$ cat config.mk
export PLATFORM = sky130hd
export DESIGN_NAME = cubic_bezier_path_flattener
export DESIGN_NICKNAME = d
export VERILOG_FILES = /design/src/design/cbpf_pkg.sv /design/src/design/cubic_bezier_path_flattener.sv
export VERILOG_INCLUDE_DIRS = /design/src /design/src/design
export SDC_FILE = /design/constraint.sdc
export NUM_CORES = 2
export LEC_CHECK = 0
export BUFFER_PORTS_ARGS = -buffer_cell sky130_fd_sc_hd__buf_2
export CAP_MARGIN = 20
export CORE_ASPECT_RATIO = 0.7
export CORE_UTILIZATION = 49
export CTS_CLUSTER_DIAMETER = 40
export DETAILED_ROUTE_END_ITERATION = 8
export GPL_ROUTABILITY_DRIVEN = 1
export HOLD_SLACK_MARGIN = 0.15
export PLACE_DENSITY = 0.74
export SYNTH_ARGS = -nofsm -noshare
export SYNTH_HDL_FRONTEND = slang
export SYNTH_SLANG_ARGS = --single-unit
$ cat constraint.sdc
create_clock -name clk -period 15.8 [get_ports clk]
set_clock_uncertainty 0.15 [all_clocks]
set_input_delay 3.16 -clock clk [delete_from_list [all_inputs] [get_ports clk]]
set_output_delay 3.16 -clock clk [all_outputs]
set_load 0.02 [all_outputs]
$ cat src/design/cubic_bezier_path_flattener_macros.svh
// Assertion helpers for the path flattener. Both expect clk and rst in scope.
`ifndef CUBIC_BEZIER_PATH_FLATTENER_MACROS_SVH
`define CUBIC_BEZIER_PATH_FLATTENER_MACROS_SVH

// Consequent must hold in the same cycle as the antecedent.
`define CBPF_ASSERT_NOW(lbl, ante, cons, msg) \
  lbl: assert property (@(posedge clk) disable iff (rst) (ante) |-> (cons)) \
    else $error(msg);

// Consequent must hold in the cycle after the antecedent.
`define CBPF_ASSERT_NEXT(lbl, ante, cons, msg) \
  lbl: assert property (@(posedge clk) disable iff (rst) (ante) |=> (cons)) \
    else $error(msg);

`endif

$ cat src/design/cbpf_pkg.sv
package cbpf_pkg;

  localparam int COORD_BITS       = 24;
  localparam int MAX_SUBDIVISIONS = 64;
  localparam int SUBDIV_BITS      = 7;
  localparam int SUBDIV_RESET     = 8;
  localparam int STEP_BITS        = $clog2(MAX_SUBDIVISIONS);
  // Divisor of the t increment is twice the subdivision count.
  localparam int DIVR_BITS        = $clog2(2 * MAX_SUBDIVISIONS) + 1;
  localparam int T_FRAC           = 16;
  localparam int T_BITS           = T_FRAC + 1;
  localparam int DIV_LAST         = T_BITS;
  localparam int DIV_CNT_BITS     = $clog2(DIV_LAST + 1);
  localparam int W_FRAC           = 24;
  localparam int W_BITS           = W_FRAC + 2;
  localparam int UU_BITS          = 2 * T_BITS;
  localparam int MUL_A_BITS       = UU_BITS + 1;
  localparam int MUL_B_BITS       = W_BITS;
  localparam int PROD_BITS        = MUL_A_BITS + MUL_B_BITS;
  localparam int ACC_BITS         = W_BITS + COORD_BITS + 2;
  localparam int IN_DATA_BITS     = ((6 * COORD_BITS + 7) / 8) * 8;
  localparam int OUT_DATA_BITS    = ((2 * COORD_BITS + 7) / 8) * 8;
  localparam int CMAX             = (1 << (COORD_BITS - 1)) - 1;
  localparam int CMIN             = -CMAX - 1;

  localparam logic [T_BITS:0]             T_ONE    = (T_BITS + 1)'(1 << T_FRAC);
  localparam logic signed [W_BITS-1:0]    W_ONE    = W_BITS'(1 << W_FRAC);
  localparam logic [ACC_BITS-1:0]         W_HALF   = ACC_BITS'(1) << (W_FRAC - 1);
  localparam logic signed [ACC_BITS-1:0]  ACC_HALF = ACC_BITS'(1) << (W_FRAC - 1);
  localparam logic signed [ACC_BITS-1:0]  ACC_CMAX = ACC_BITS'(CMAX);
  localparam logic signed [ACC_BITS-1:0]  ACC_CMIN = ACC_BITS'(CMIN);
  localparam logic [1:0]                  PTS_MAX  = 2'd3;

  typedef logic signed [COORD_BITS-1:0] coord_t;

  typedef enum logic [1:0] {
    MODE_MOVE  = 2'd0,
    MODE_LINE  = 2'd1,
    MODE_CUBIC = 2'd2,
    MODE_CLOSE = 2'd3
  } mode_t;

  typedef enum logic [1:0] {
    STATUS_POINT   = 2'd0,
    STATUS_PATH_OK = 2'd1,
    STATUS_TOO_FEW = 2'd2,
    STATUS_BAD_SEQ = 2'd3
  } status_t;

  typedef enum logic [2:0] {
    ST_IDLE,
    ST_DIV,
    ST_STEP,
    ST_CALC,
    ST_POINT,
    ST_END
  } state_t;

  // Multiplier slots of one interior point, issued in this order.
  typedef enum logic [3:0] {
    OP_UU,
    OP_UT,
    OP_W0,
    OP_W1,
    OP_W2,
    OP_BX0,
    OP_BX1,
    OP_BX2,
    OP_BX3,
    OP_BY0,
    OP_BY1,
    OP_BY2,
    OP_BY3,
    OP_DONE
  } op_t;

  function automatic coord_t clamp_coord(input logic signed [ACC_BITS-1:0] v);
    coord_t r;
    if (v > ACC_CMAX) begin
      r = COORD_BITS'(CMAX);
    end else if (v < ACC_CMIN) begin
      r = COORD_BITS'(CMIN);
    end else begin
      r = v[COORD_BITS-1:0];
    end
    return r;
  endfunction

endpackage

$ cat src/design/cubic_bezier_path_flattener.sv
// Channel   Direction  Beat contents
// s_axis    in         tuser: mode; tdata: end_x, end_y, ctrl1_x, ctrl1_y, ctrl2_x, ctrl2_y
// m_axis    out        tuser: status; tdata: point_x, point_y; tlast: last
// cfg       in         cfg_data: subdivisions (0 is stored as 1, above 64 as 64)
//
// Move, line and close are answered from the idle state. A cubic with n subdivisions first
// runs a bit-serial divider for the t increment, then for each of its n - 1 interior points
// issues the weight and blend products on the one shared 35x26 multiplier. Reset is
// synchronous and clears the path state with no clearing pass. A stalled m_axis holds the
// block once it has a result to emit; the next command is accepted only while the output
// register is empty or its result is being taken.
`include "cubic_bezier_path_flattener_macros.svh"

module cubic_bezier_path_flattener (
  input  logic                                  clk,
  input  logic                                  rst,
  input  logic                                  s_axis_tvalid,
  output logic                                  s_axis_tready,
  // mode
  input  logic [1:0]                            s_axis_tuser,
  // end_x, end_y, ctrl1_x, ctrl1_y, ctrl2_x, ctrl2_y
  input  logic [cbpf_pkg::IN_DATA_BITS-1:0]     s_axis_tdata,
  output logic                                  m_axis_tvalid,
  input  logic                                  m_axis_tready,
  // status
  output logic [1:0]                            m_axis_tuser,
  // point_x, point_y
  output logic [cbpf_pkg::OUT_DATA_BITS-1:0]    m_axis_tdata,
  output logic                                  m_axis_tlast,
  input  logic                                  cfg_valid,
  output logic                                  cfg_ready,
  input  logic [cbpf_pkg::SUBDIV_BITS-1:0]      cfg_data
);

  cbpf_pkg::state_t  state, state_next;
  cbpf_pkg::op_t     op, op_prev;

  logic [cbpf_pkg::SUBDIV_BITS-1:0]   subdivisions;
  logic                               in_path;
  logic [1:0]                         points_seen;
  cbpf_pkg::coord_t                   current_x, current_y;

  cbpf_pkg::coord_t                   end_x, end_y, ctrl1_x, ctrl1_y, ctrl2_x, ctrl2_y;
  cbpf_pkg::coord_t                   in_end_x, in_end_y;
  cbpf_pkg::mode_t                    in_mode;
  logic                               in_fire, out_free, bad_seq;

  // t increment divider
  logic [cbpf_pkg::DIV_CNT_BITS-1:0]  dcnt;
  logic [cbpf_pkg::DIVR_BITS-1:0]     drem;
  logic [cbpf_pkg::T_BITS-1:0]        quo;
  logic [cbpf_pkg::DIVR_BITS-1:0]     div_d;
  logic [cbpf_pkg::DIVR_BITS:0]       div_trial;
  logic                               div_ge;

  // Per-point parameter
  logic [cbpf_pkg::STEP_BITS-1:0]     step;
  logic [cbpf_pkg::T_BITS-1:0]        t, u, t_next;
  logic [cbpf_pkg::DIVR_BITS-1:0]     rem, rem_next;
  logic [cbpf_pkg::DIVR_BITS:0]       step_sum;
  logic                               step_carry;
  logic                               last_interior;

  // Shared multiplier and its results
  logic signed [cbpf_pkg::MUL_A_BITS-1:0] mul_a;
  logic signed [cbpf_pkg::MUL_B_BITS-1:0] mul_b;
  logic signed [cbpf_pkg::PROD_BITS-1:0]  prod;
  logic [cbpf_pkg::ACC_BITS-1:0]          prod_u, prod_3, wr_1, wr_3;
  logic [cbpf_pkg::UU_BITS-1:0]           uu, ut;
  logic signed [cbpf_pkg::W_BITS-1:0]     w0, w1, w2, w3;
  logic signed [cbpf_pkg::ACC_BITS-1:0]   acc_x, acc_y, prod_s, rnd_x, rnd_y;

  // Output register
  logic                               out_load;
  cbpf_pkg::coord_t                   out_x, out_y, out_x_next, out_y_next;
  cbpf_pkg::status_t                  out_status, out_status_next;
  logic                               out_last, out_last_next;

  assign in_mode  = cbpf_pkg::mode_t'(s_axis_tuser);
  assign in_end_x = s_axis_tdata[0 * cbpf_pkg::COORD_BITS +: cbpf_pkg::COORD_BITS];
  assign in_end_y = s_axis_tdata[1 * cbpf_pkg::COORD_BITS +: cbpf_pkg::COORD_BITS];
  assign in_fire  = s_axis_tvalid && s_axis_tready;
  assign out_free = !m_axis_tvalid || m_axis_tready;
  assign bad_seq  = (in_mode == cbpf_pkg::MODE_MOVE) == in_path;

  assign cfg_ready     = 1'b1;
  assign m_axis_tdata  = cbpf_pkg::OUT_DATA_BITS'({out_y, out_x});
  assign m_axis_tuser  = out_status;
  assign m_axis_tlast  = out_last;

  // Divider: 2^17 / (2n), one quotient bit a cycle. Only the top dividend bit is set.
  assign div_d     = {subdivisions, 1'b0};
  assign div_trial = {drem, dcnt == '0};
  assign div_ge    = div_trial >= (cbpf_pkg::DIVR_BITS + 1)'(div_d);

  // t advances by the quotient, plus one when the running remainder wraps.
  assign step_sum      = (cbpf_pkg::DIVR_BITS + 1)'(rem) + (cbpf_pkg::DIVR_BITS + 1)'(drem);
  assign step_carry    = step_sum >= (cbpf_pkg::DIVR_BITS + 1)'(div_d);
  assign rem_next      = step_carry ?
                         cbpf_pkg::DIVR_BITS'(step_sum - (cbpf_pkg::DIVR_BITS + 1)'(div_d)) :
                         step_sum[cbpf_pkg::DIVR_BITS-1:0];
  assign t_next        = t + quo + cbpf_pkg::T_BITS'(step_carry);
  assign last_interior = (cbpf_pkg::SUBDIV_BITS'(step) + cbpf_pkg::SUBDIV_BITS'(1))
                         == subdivisions;

  always_comb begin
    mul_a = '0;
    mul_b = '0;
    case (op)
      cbpf_pkg::OP_UU: begin
        mul_a = $signed(cbpf_pkg::MUL_A_BITS'(u));
        mul_b = $signed(cbpf_pkg::MUL_B_BITS'(u));
      end
      cbpf_pkg::OP_UT: begin
        mul_a = $signed(cbpf_pkg::MUL_A_BITS'(u));
        mul_b = $signed(cbpf_pkg::MUL_B_BITS'(t));
      end
      cbpf_pkg::OP_W0: begin
        mul_a = $signed(cbpf_pkg::MUL_A_BITS'(uu));
        mul_b = $signed(cbpf_pkg::MUL_B_BITS'(u));
      end
      cbpf_pkg::OP_W1: begin
        mul_a = $signed(cbpf_pkg::MUL_A_BITS'(uu));
        mul_b = $signed(cbpf_pkg::MUL_B_BITS'(t));
      end
      cbpf_pkg::OP_W2: begin
        mul_a = $signed(cbpf_pkg::MUL_A_BITS'(ut));
        mul_b = $signed(cbpf_pkg::MUL_B_BITS'(t));
      end
      cbpf_pkg::OP_BX0: begin
        mul_a = cbpf_pkg::MUL_A_BITS'(current_x);
        mul_b = w0;
      end
      cbpf_pkg::OP_BX1: begin
        mul_a = cbpf_pkg::MUL_A_BITS'(ctrl1_x);
        mul_b = w1;
      end
      cbpf_pkg::OP_BX2: begin
        mul_a = cbpf_pkg::MUL_A_BITS'(ctrl2_x);
        mul_b = w2;
      end
      cbpf_pkg::OP_BX3: begin
        mul_a = cbpf_pkg::MUL_A_BITS'(end_x);
        mul_b = w3;
      end
      cbpf_pkg::OP_BY0: begin
        mul_a = cbpf_pkg::MUL_A_BITS'(current_y);
        mul_b = w0;
      end
      cbpf_pkg::OP_BY1: begin
        mul_a = cbpf_pkg::MUL_A_BITS'(ctrl1_y);
        mul_b = w1;
      end
      cbpf_pkg::OP_BY2: begin
        mul_a = cbpf_pkg::MUL_A_BITS'(ctrl2_y);
        mul_b = w2;
      end
      cbpf_pkg::OP_BY3: begin
        mul_a = cbpf_pkg::MUL_A_BITS'(end_y);
        mul_b = w3;
      end
      default: begin
        mul_a = '0;
        mul_b = '0;
      end
    endcase
  end

  // Weight products are never negative; the middle two weights carry the factor three.
  assign prod_u = prod[cbpf_pkg::ACC_BITS-1:0];
  assign prod_3 = prod_u + (prod_u << 1);
  assign wr_1   = prod_u + cbpf_pkg::W_HALF;
  assign wr_3   = prod_3 + cbpf_pkg::W_HALF;
  assign prod_s = $signed(prod[cbpf_pkg::ACC_BITS-1:0]);
  assign rnd_x  = (acc_x + cbpf_pkg::ACC_HALF) >>> cbpf_pkg::W_FRAC;
  assign rnd_y  = (acc_y + cbpf_pkg::ACC_HALF) >>> cbpf_pkg::W_FRAC;

  always_comb begin
    state_next      = state;
    s_axis_tready   = 1'b0;
    out_load        = 1'b0;
    out_x_next      = '0;
    out_y_next      = '0;
    out_status_next = cbpf_pkg::STATUS_POINT;
    out_last_next   = 1'b0;
    case (state)
      cbpf_pkg::ST_IDLE: begin
        s_axis_tready = out_free;
        if (s_axis_tvalid && out_free) begin
          if (bad_seq) begin
            out_load        = 1'b1;
            out_status_next = cbpf_pkg::STATUS_BAD_SEQ;
            out_last_next   = 1'b1;
          end else begin
            case (in_mode)
              cbpf_pkg::MODE_MOVE, cbpf_pkg::MODE_LINE: begin
                out_load      = 1'b1;
                out_x_next    = in_end_x;
                out_y_next    = in_end_y;
                out_last_next = 1'b1;
              end
              cbpf_pkg::MODE_CUBIC: begin
                state_next = cbpf_pkg::ST_DIV;
              end
              default: begin
                out_load        = 1'b1;
                out_status_next = (points_seen == cbpf_pkg::PTS_MAX) ?
                                  cbpf_pkg::STATUS_PATH_OK : cbpf_pkg::STATUS_TOO_FEW;
                out_last_next   = 1'b1;
              end
            endcase
          end
        end
      end
      cbpf_pkg::ST_DIV: begin
        if (dcnt == cbpf_pkg::DIV_CNT_BITS'(cbpf_pkg::DIV_LAST)) begin
          state_next = (subdivisions == cbpf_pkg::SUBDIV_BITS'(1)) ?
                       cbpf_pkg::ST_END : cbpf_pkg::ST_STEP;
        end
      end
      cbpf_pkg::ST_STEP: begin
        state_next = cbpf_pkg::ST_CALC;
      end
      cbpf_pkg::ST_CALC: begin
        if (op_prev == cbpf_pkg::OP_BY3) begin
          state_next = cbpf_pkg::ST_POINT;
        end
      end
      cbpf_pkg::ST_POINT: begin
        if (out_free) begin
          out_load   = 1'b1;
          out_x_next = cbpf_pkg::clamp_coord(rnd_x);
          out_y_next = cbpf_pkg::clamp_coord(rnd_y);
          state_next = last_interior ? cbpf_pkg::ST_END : cbpf_pkg::ST_STEP;
        end
      end
      cbpf_pkg::ST_END: begin
        if (out_free) begin
          out_load      = 1'b1;
          out_x_next    = end_x;
          out_y_next    = end_y;
          out_last_next = 1'b1;
          state_next    = cbpf_pkg::ST_IDLE;
        end
      end
      default: begin
        state_next = cbpf_pkg::ST_IDLE;
      end
    endcase
  end

  always_ff @(posedge clk) begin
    if (rst) begin
      state <= cbpf_pkg::ST_IDLE;
    end else begin
      state <= state_next;
    end
  end

  logic [cbpf_pkg::SUBDIV_BITS:0] pts_sum;
  assign pts_sum = (cbpf_pkg::SUBDIV_BITS + 1)'(points_seen)
                   + (cbpf_pkg::SUBDIV_BITS + 1)'(subdivisions);

  // Path state, configuration and output handshake.
  always_ff @(posedge clk) begin
    if (rst) begin
      m_axis_tvalid <= 1'b0;
      subdivisions  <= cbpf_pkg::SUBDIV_BITS'(cbpf_pkg::SUBDIV_RESET);
      in_path       <= 1'b0;
      points_seen   <= '0;
      current_x     <= '0;
      current_y     <= '0;
    end else begin
      if (out_load) begin
        m_axis_tvalid <= 1'b1;
      end else if (m_axis_tready) begin
        m_axis_tvalid <= 1'b0;
      end

      if (cfg_valid && cfg_ready) begin
        if (cfg_data == '0) begin
          subdivisions <= cbpf_pkg::SUBDIV_BITS'(1);
        end else if (cfg_data > cbpf_pkg::SUBDIV_BITS'(cbpf_pkg::MAX_SUBDIVISIONS)) begin
          subdivisions <= cbpf_pkg::SUBDIV_BITS'(cbpf_pkg::MAX_SUBDIVISIONS);
        end else begin
          subdivisions <= cfg_data;
        end
      end

      if (in_fire) begin
        if (bad_seq) begin
          in_path     <= 1'b0;
          points_seen <= '0;
        end else begin
          case (in_mode)
            cbpf_pkg::MODE_MOVE: begin
              in_path     <= 1'b1;
              points_seen <= 2'd1;
              current_x   <= in_end_x;
              current_y   <= in_end_y;
            end
            cbpf_pkg::MODE_LINE: begin
              points_seen <= (points_seen == cbpf_pkg::PTS_MAX) ?
                             cbpf_pkg::PTS_MAX : points_seen + 2'd1;
              current_x   <= in_end_x;
              current_y   <= in_end_y;
            end
            cbpf_pkg::MODE_CUBIC: begin
              in_path <= in_path;
            end
            default: begin
              in_path     <= 1'b0;
              points_seen <= '0;
            end
          endcase
        end
      end

      if (state == cbpf_pkg::ST_END && out_free) begin
        current_x   <= end_x;
        current_y   <= end_y;
        points_seen <= (pts_sum >= (cbpf_pkg::SUBDIV_BITS + 1)'(cbpf_pkg::PTS_MAX)) ?
                       cbpf_pkg::PTS_MAX : pts_sum[1:0];
      end
    end
  end

  // Sequencer datapath: divider, parameter step, shared multiplier and accumulators.
  always_ff @(posedge clk) begin
    prod <= mul_a * mul_b;

    if (out_load) begin
      out_x      <= out_x_next;
      out_y      <= out_y_next;
      out_status <= out_status_next;
      out_last   <= out_last_next;
    end

    case (state)
      cbpf_pkg::ST_IDLE: begin
        if (in_fire) begin
          end_x   <= in_end_x;
          end_y   <= in_end_y;
          ctrl1_x <= s_axis_tdata[2 * cbpf_pkg::COORD_BITS +: cbpf_pkg::COORD_BITS];
          ctrl1_y <= s_axis_tdata[3 * cbpf_pkg::COORD_BITS +: cbpf_pkg::COORD_BITS];
          ctrl2_x <= s_axis_tdata[4 * cbpf_pkg::COORD_BITS +: cbpf_pkg::COORD_BITS];
          ctrl2_y <= s_axis_tdata[5 * cbpf_pkg::COORD_BITS +: cbpf_pkg::COORD_BITS];
          dcnt    <= '0;
          drem    <= '0;
          quo     <= '0;
          t       <= '0;
          rem     <= cbpf_pkg::DIVR_BITS'(subdivisions);
          step    <= '0;
        end
      end
      cbpf_pkg::ST_DIV: begin
        dcnt <= dcnt + cbpf_pkg::DIV_CNT_BITS'(1);
        drem <= div_ge ? cbpf_pkg::DIVR_BITS'(div_trial - (cbpf_pkg::DIVR_BITS + 1)'(div_d)) :
                         div_trial[cbpf_pkg::DIVR_BITS-1:0];
        quo  <= {quo[cbpf_pkg::T_BITS-2:0], div_ge};
      end
      cbpf_pkg::ST_STEP: begin
        t       <= t_next;
        u       <= cbpf_pkg::T_BITS'(cbpf_pkg::T_ONE - (cbpf_pkg::T_BITS + 1)'(t_next));
        rem     <= rem_next;
        step    <= step + cbpf_pkg::STEP_BITS'(1);
        op      <= cbpf_pkg::OP_UU;
        op_prev <= cbpf_pkg::OP_DONE;
      end
      cbpf_pkg::ST_CALC: begin
        op_prev <= op;
        if (op != cbpf_pkg::OP_DONE) begin
          op <= cbpf_pkg::op_t'(op + 4'd1);
        end
        // The product of the previous slot is in prod now.
        case (op_prev)
          cbpf_pkg::OP_UU:  uu <= prod_u[cbpf_pkg::UU_BITS-1:0];
          cbpf_pkg::OP_UT:  ut <= prod_u[cbpf_pkg::UU_BITS-1:0];
          cbpf_pkg::OP_W0:  w0 <= $signed(cbpf_pkg::W_BITS'(wr_1 >> cbpf_pkg::W_FRAC));
          cbpf_pkg::OP_W1:  w1 <= $signed(cbpf_pkg::W_BITS'(wr_3 >> cbpf_pkg::W_FRAC));
          cbpf_pkg::OP_W2:  w2 <= $signed(cbpf_pkg::W_BITS'(wr_3 >> cbpf_pkg::W_FRAC));
          cbpf_pkg::OP_BX0: begin
            acc_x <= prod_s;
            w3    <= cbpf_pkg::W_ONE - w0 - w1 - w2;
          end
          cbpf_pkg::OP_BX1, cbpf_pkg::OP_BX2, cbpf_pkg::OP_BX3: acc_x <= acc_x + prod_s;
          cbpf_pkg::OP_BY0: acc_y <= prod_s;
          cbpf_pkg::OP_BY1, cbpf_pkg::OP_BY2, cbpf_pkg::OP_BY3: acc_y <= acc_y + prod_s;
          default: acc_y <= acc_y;
        endcase
      end
      default: begin
        dcnt <= dcnt;
      end
    endcase
  end

  `CBPF_ASSERT_NOW(a_no_points_outside_path, !in_path, points_seen == 2'd0, "points outside a path")
  `CBPF_ASSERT_NOW(a_subdiv_in_range, 1'b1, subdivisions != '0 && subdivisions <= cbpf_pkg::SUBDIV_BITS'(cbpf_pkg::MAX_SUBDIVISIONS), "subdivisions out of range")
  `CBPF_ASSERT_NOW(a_rem_below_divisor, state == cbpf_pkg::ST_CALC, rem < div_d, "t remainder not reduced")
  `CBPF_ASSERT_NEXT(a_cubic_starts_divider, in_fire && in_mode == cbpf_pkg::MODE_CUBIC && !bad_seq, state == cbpf_pkg::ST_DIV, "cubic did not start the divider")
  `CBPF_ASSERT_NOW(a_interior_step_bound, state == cbpf_pkg::ST_POINT, cbpf_pkg::SUBDIV_BITS'(step) < subdivisions, "interior step past subdivisions")

endmodule

After elaboration in Yosys (flattened, before gate mapping)
Cells that the tools add are included.
{"block": "word_totals", "output_inout_bits": 54, "register_bits": 671, "wordCells": 241, "input_bits": 158}
{"block": "op_classes", "eq_ne": 49, "n_reduce_logical": 50, "n_lt_le_gt_ge": 8, "mul": 1, "n_mux": 76, "addsub": 22}
{"cell": "two-way mux 24 bit", "n": 22}
{"cell": "one-hot mux 35 bit (11 select lines)", "n": 1}
{"cell": "one-hot mux 52 bit (2 select lines)", "n": 2}
{"cell": "one-hot mux 26 bit (6 select lines)", "n": 1}
{"cell": "one-hot mux 24 bit (3 select lines)", "n": 2}
{"cell": "adder 52 x 25 -> 52 bit, second input constant", "n": 2}
{"cell": "adder 52 bit", "n": 2}
{"cell": "adder 50 x 24 -> 50 bit, second input constant", "n": 2}
{"cell": "one-hot mux 17 bit (2 select lines)", "n": 2}
{"cell": "greater-than comparator 28 x 24 -> 1 bit, second input constant", "n": 2}
{"cell": "< comparator 28 x 24 -> 1 bit, second input constant", "n": 2}
{"cell": "multiplier 35 x 26 -> 52 bit", "n": 1}
{"cell": "subtractor 26 bit", "n": 2}
{"cell": "adder 50 bit", "n": 1}
{"cell": "== test 4 bit, second input constant", "n": 10}
{"cell": "== test 4 x 3 -> 1 bit, second input constant", "n": 8}
{"cell": "two-way mux 8 bit", "n": 4}
{"cell": "one-hot mux 8 bit (2 select lines)", "n": 2}
{"cell": "AND reduction 2 bit", "n": 15}
{"cell": "two-way mux 3 bit", "n": 9}
{"cell": "subtractor 26 bit, first input constant", "n": 1}
{"cell": "OR reduction 2 bit", "n": 10}
{"cell": ">= comparator 9 x 8 -> 1 bit", "n": 2}
{"cell": "one-hot mux 3 bit (6 select lines)", "n": 1}
{"cell": "52 further kinds", "n": 100}

Logic depth before layout (Yosys ltp)
{"block": "logic_depth", "word_depth": 6, "depth_mapped": 39, "ltp_nobuf": 35}

Worst setup path before layout
No wires, ideal clock.
{"block": "synth_timing", "path_kind": "input to register", "from": "in m_axis_tready", "to": "reg out_last, in the netlist m_axis_tlast, enable pin", "arrival_time_ps": 8849, "setup_slack_ps": 6391, "path_buffers": 0, "required_time_ps": 15240, "cell_stages": 6, "setup_ps": 410, "path_cell_list": "nor2b_1 > nor4_1 > nand2_1 > inv_1 > a21oi_1 > nand2_1"}
{"block": "synth_between", "elab_chain_len": 4, "elab_cells_between_ends": 5, "cone_classes": "3 x mux; 2 x reduce/logical"}
{"item": "from (decl)", "line_no": "cubic_bezier_path_flattener.sv:24", "rtl": "input logic m_axis_tready,"}
{"item": "logical OR 1 bit (*)", "line_no": "cubic_bezier_path_flattener.sv:83", "rtl": "assign out_free = !m_axis_tvalid || m_axis_tready;"}
{"item": "logical AND 1 bit", "line_no": "cubic_bezier_path_flattener.sv:189", "rtl": "if (s_axis_tvalid && out_free) begin"}
{"item": "two-way mux 1 bit", "line_no": "cubic_bezier_path_flattener.sv:189"}
{"item": "one-hot mux 1 bit (2 select lines) (*)", "line_no": "cubic_bezier_path_flattener.sv:186", "rtl": "case (state)"}
{"item": "via out_load", "line_no": "cubic_bezier_path_flattener.sv:74", "rtl": "logic out_load;"}
{"item": "to (signal assigned)", "line_no": "cubic_bezier_path_flattener.sv:336", "rtl": "out_last <= out_last_next;"}
{"item": "to (decl)", "line_no": "cubic_bezier_path_flattener.sv:77", "rtl": "logic out_last, out_last_next;"}
Mark *: on every way through the listed nets, which the timed path passes. The rest lies on a longest branch.
A chain may end at the register's enable or synchronous reset.

Worst setup path after layout
{"block": "layout_timing", "from": "reg op[2]", "to": "reg prod[50] (netlist name)"}
{"block": "layout_between", "elab_chain_len": 4, "elab_cells_between_ends": 24, "cone_classes": "1 x mul; 12 x eq/ne; 2 x mux; 9 x reduce/logical"}
{"item": "from (decl)", "line_no": "cubic_bezier_path_flattener.sv:36", "rtl": "cbpf_pkg::op_t op, op_prev;"}
{"item": "from (signal assigned)", "line_no": "cubic_bezier_path_flattener.sv:367", "rtl": "op <= cbpf_pkg::OP_UU;"}
{"item": "from (signal assigned)", "line_no": "cubic_bezier_path_flattener.sv:373", "rtl": "op <= cbpf_pkg::op_t'(op + 4'd1);"}
{"item": "== test 4 x 2 -> 1 bit (tied with other cells)", "line_no": "cubic_bezier_path_flattener.sv:109", "rtl": "case (op)"}
{"item": "OR reduction 2 bit (no source line) / OR reduction 3 bit (equally long branches)"}
{"item": "one-hot mux 35 bit (11 select lines) / one-hot mux 26 bit (6 select lines) (equally long branches)", "line_no": "cubic_bezier_path_flattener.sv:109"}
{"item": "multiplier 35 x 26 -> 52 bit (*)", "line_no": "cubic_bezier_path_flattener.sv:330", "rtl": "prod <= mul_a * mul_b;"}
{"item": "to (signal assigned)", "line_no": "cubic_bezier_path_flattener.sv:330"}
{"item": "to (decl)", "line_no": "cubic_bezier_path_flattener.sv:67", "rtl": "logic signed [cbpf_pkg::PROD_BITS-1:0] prod;"}
Every way passes the cells marked *; elsewhere a longest branch is shown, timed or not.

==> impl.org <==
** Worst setup path
- Worst-case reg-to-reg path depth :: 34
- Number of buffers and inverters on the critical path :: 8
- The worst register-to-register path begins at op[2]$_SDFFCE_PN0P_.
- Data arrival time of the critical path :: 11570 ps
- The worst register-to-register path has a setup slack of 4730 ps.
- Delay of the slowest cell on the worst path :: 940 ps
- On the critical path, the stage with the largest delay is an instance of sky130_fd_sc_hd__a311oi_1.
- Data required time at the worst endpoint :: 16290 ps
- Tracing the worst setup path back leads to its startpoint at op[2]$_SDFFCE_PN0P_.
- The worst setup path is captured at a register.
- Startpoint class of the critical path :: register
- Of all nets on the critical path, the largest fanout is 26.
- Critical Path Most Common Cell :: sky130_fd_sc_hd__fa_1
- Endpoint of the most critical register-to-register path :: prod[50]$_DFF_P_
- Kind of critical path :: register to register
- Top Family by Delay on Critical Path :: adder cells

** Finish
- Non-Filler Cell Area, Final :: 72850 um2
- In the final layout, the share of cells above drive strength 1 is 8.136%.
- Compared with the post-synthesis result, the final layout area differs by 10.31%.
- The net count of the finished layout is 8408.
- Leaving out fill and tap cells, the most frequent cells in the layout are sky130_fd_sc_hd__inv_1, sky130_fd_sc_hd__nand2_1, sky130_fd_sc_hd__fa_1.
- At the end of the flow the core is filled with cells to 54.55%.
- Number of fillers in the final layout :: 11556
- Register cell area after layout :: 19010 um2
- Footprint of the multi-input gates :: 42240 um2
- Most common cell after layout, fill and taps aside :: sky130_fd_sc_hd__inv_1

** Run
- Max-cap violations :: 0

** Route
- DRC violation count after routing :: 0
- Detailed-router iteration count before antenna repair :: 8
- The detailed router finished its first iteration with 7436 violations.
- Once detail routing completed, the nets flagged for antenna violations numbered 0.
- Dividing the detail-routed wire length by the instance count gives 26.14 um.
- In the routed layout, each cell is associated on average with a via count of 6.063.
- The routed layout has 53295 vias.
- Final wirelength :: 229800 um

** Clocking
- In this run the deepest clock path goes through 3 buffers.
- Number of buffers added by the clock tree synthesis step :: 90
- Clock-pin slew was measured on the worst setup and hold paths at 70 ps.
- Clock root cell :: sky130_fd_sc_hd__clkbuf_16
- CTS tree :: built
- Number of hold buffers added after CTS :: 0
- The later pin in the worst-skew pair is clocked with a latency of 730 ps.
- In this run, post-CTS repair resized a total of 0 instances.
- H-tree depth :: 3
- The number of setup buffers added after CTS is 0.
- Clock tree sinks :: 671

** Logic synthesis
- The synthesized design contains 671 register bits.
- Synth top area cells :: sky130_fd_sc_hd__fa_1, sky130_fd_sc_hd__edfxtp_1, sky130_fd_sc_hd__ha_1
- Most used DFF post-synth :: sky130_fd_sc_hd__edfxtp_1
- For this run, the number of Yosys warnings is 0.
- sky130_fd_sc_hd__fa_1 takes more of the synthesized area than any other cell.
- Fraction of post-synthesis cell area in the top cell type by area :: 25.89%
- A synthesized cell averages 9.746 um2.
- Cell area after technology mapping :: 66050 um2
- Synthesis produced 6777 cells.
- The share of the Yosys chip area taken by registers is 28.78%.
- For this run, asynchronously set or reset flops after synthesis account for 0%.
- Count of cell types in the netlist :: 90
- Synthesis produced a netlist with a net count of 8243.
- Number of flops mapped to enable cells by yosys :: 557

** Power and ir drop
- Power per cell area :: 62.44 nW/um2
- Maximum resistive drop on vdd :: 0.00007880 V
- Power consumption :: 4.549 mW
- Summed over all cells, the static leakage comes to 33.20 nW.

** STA
- Of the available clock period, the critical path in the final layout requires 70.08%.
- Based on the critical path, the design can be clocked at up to 90.31 MHz.
- Hold Vio Cnt, Final :: 0
- Setup violations remaining at the end of the flow were counted as 0.
- Final sum of negative setup slack :: 0 ps
- The total count of max-transition violations in the final report is 0.
- Final critical delay including setup and external delays :: 11070 ps
- Headroom to the max-slew limit came out at 18.44%.
- Setup repair after global routing missed its margin :: false
- At the pin with the least slew margin, the transition time is 1223 ps.

** Placed design
- The congestion estimate from routability-driven global placement came to 1.051.
- During placement, the flow inserted port buffers numbering 210.
- Once placement finished, the instance area stood at 69540 um2.
- The HPWL after detailed placement is 175600 um.

** Die
- Floorplan core area :: 133500 um2
- The die covers 136300 um2.
- Overall die width :: 440.8 um
- From bottom edge to top edge, the die measures 309.2 um.
- Starting utilization of the core area :: 49.46%
- The floorplan has 112 rows.
- In this run the count of I/O pins placed on the die edge is 212.

** Global routing
- The first global-routing pass estimated 341000 um of wire.
- The number of antenna violations at the first check in global routing came to 11.
- In the global route stage, overall resource usage came out at 34.03%.
- Largest net degree at the start of global routing :: 82
- For this run the aggregate overflow at the end of global routing stands at 0.
- The via count of the first global-routing pass came to 52594.

** Min path
- The worst hold path terminates at current_y[7]$_SDFFE_PP0P_.
- Class of the worst hold path :: register to register
- Critical hold path startpoint :: current_y[7]$_SDFFE_PP0P_
- Cells on Worst Hold Path :: 2

** Run status
- The flow ran to the end, and the final reports show no timing, DRC or antenna violations.
tightest hold or removal path, stage by stage (launching register included):
cell                      delay (ps)
sky130_fd_sc_hd__dfxtp_1         310
sky130_fd_sc_hd__nand2_1          50
sky130_fd_sc_hd__a21oi_1          50
layer usage:
metal / wire [um] / up-vias / GRT usage [%]
li1: - / 22769 / -
met1: 88810 / 26278 / 47.09
met2: 90740 / 3657 / 46.10
met3: 38890 / 577 / 15.27
met4: 11210 / 14 / 13.54
met5: 141 / - / 0
synthesized netlist by cell type (7+ instances only):
master,instances
sky130_fd_sc_hd__and3_1,51
sky130_fd_sc_hd__a22o_1,30
sky130_fd_sc_hd__edfxtp_1,557
sky130_fd_sc_hd__and2_1,62
sky130_fd_sc_hd__o22ai_1,8
sky130_fd_sc_hd__o31ai_1,17
sky130_fd_sc_hd__a21boi_0,10
sky130_fd_sc_hd__nand3_1,106
sky130_fd_sc_hd__or2_2,12
sky130_fd_sc_hd__nor2_1,545
sky130_fd_sc_hd__a221o_1,15
sky130_fd_sc_hd__buf_2,7
sky130_fd_sc_hd__a222oi_1,29
sky130_fd_sc_hd__nor3_1,47
sky130_fd_sc_hd__or3_1,16
sky130_fd_sc_hd__nor2b_1,44
sky130_fd_sc_hd__a31oi_1,26
sky130_fd_sc_hd__buf_1,12
sky130_fd_sc_hd__o21a_1,39
sky130_fd_sc_hd__xnor2_1,202
sky130_fd_sc_hd__clkbuf_1,253
sky130_fd_sc_hd__a21o_1,104
sky130_fd_sc_hd__nand4_1,44
sky130_fd_sc_hd__or4_1,10
sky130_fd_sc_hd__dfxtp_1,114
sky130_fd_sc_hd__fa_1,854
sky130_fd_sc_hd__nor4_1,17
sky130_fd_sc_hd__xor2_1,129
sky130_fd_sc_hd__a211oi_1,26
sky130_fd_sc_hd__a22oi_1,131
sky130_fd_sc_hd__mux2i_1,10
sky130_fd_sc_hd__a221oi_1,24
sky130_fd_sc_hd__nor4b_1,8
sky130_fd_sc_hd__nand2_1,910
sky130_fd_sc_hd__ha_1,454
sky130_fd_sc_hd__o21bai_1,26
sky130_fd_sc_hd__inv_1,1064
sky130_fd_sc_hd__o211ai_1,46
sky130_fd_sc_hd__a21oi_1,339
sky130_fd_sc_hd__nor3b_1,13
sky130_fd_sc_hd__and4_1,22
sky130_fd_sc_hd__nand2b_1,32
sky130_fd_sc_hd__o21ai_0,202
final cells by class:
cell class | instances | area share (%)
multi-input cells | 4766 | 57.98
diodes | 5 | 0.01717
flip-flops and latches | 671 | 26.09
clock inverters | 56 | 1.065
clock buffers | 112 | 3.447
inverters | 1065 | 5.494
repair buffers | 348 | 2.875
well taps | 1767 | 3.035
how the worst max path moves through the flow:
stage,endpoint,slack (ps),depth (start not counted)
finish,prod[50]$_DFF_P_,4730,34
global route,prod[51]$_DFF_P_,4350,31
CTS,prod[51]$_DFF_P_,5070,31
detailed placement,prod[51]$_DFF_P_,5160,31
global placement,prod[50]$_DFF_P_,5370,34
floorplan,m_axis_tlast$_DFFE_PP_,6390,6
cells by family (layout without fill, tap and decap cells):
| group | Yosys count | after routing | synth area share [%] |
|---|---|---|---|
| AOI/OAI and AO/OA | 1149 | 1149 | 11.46 |
| xor gates and xnor gates | 331 | 331 | 4.389 |
| adders and majority gates | 1308 | 1308 | 34.49 |
| buffers and inverters | 1340 | 1581 | 7.642 |
| DFF | 671 | 671 | 28.78 |
| muxes | 14 | 14 | 0.2198 |
| other | 1 | 6 | 0.005678 |
| and+or+nand+nor | 1963 | 1963 | 13.01 |
state kept, by name (all words and copies together) (netlist names), 26 cells and up:
name and count:
acc_x 52, acc_y 52, ut 34, uu 34, w3 26, w2 26
w1 26, prod 52, w0 26
report_power, final:
group | internal, mW | switching [mW] | total [mW]
Clock | 1.32 | 0.913 | 2.24
Sequential | 1.97 | 0.0356 | 2.00
Combinational | 0.115 | 0.195 | 0.311
stage by stage:
step	worst slack, ps	hold slack (ps)	instances
after floorplan	6391	285.7	6777
after global placement	5374	291.4	8615
after detailed placement	5158	296.8	8616
after CTS	5075	305.5	8784
after global routing	4351	319.5	8786
final	4727	306.5	8790
Note: power is estimated with default switching activity, not from simulation.
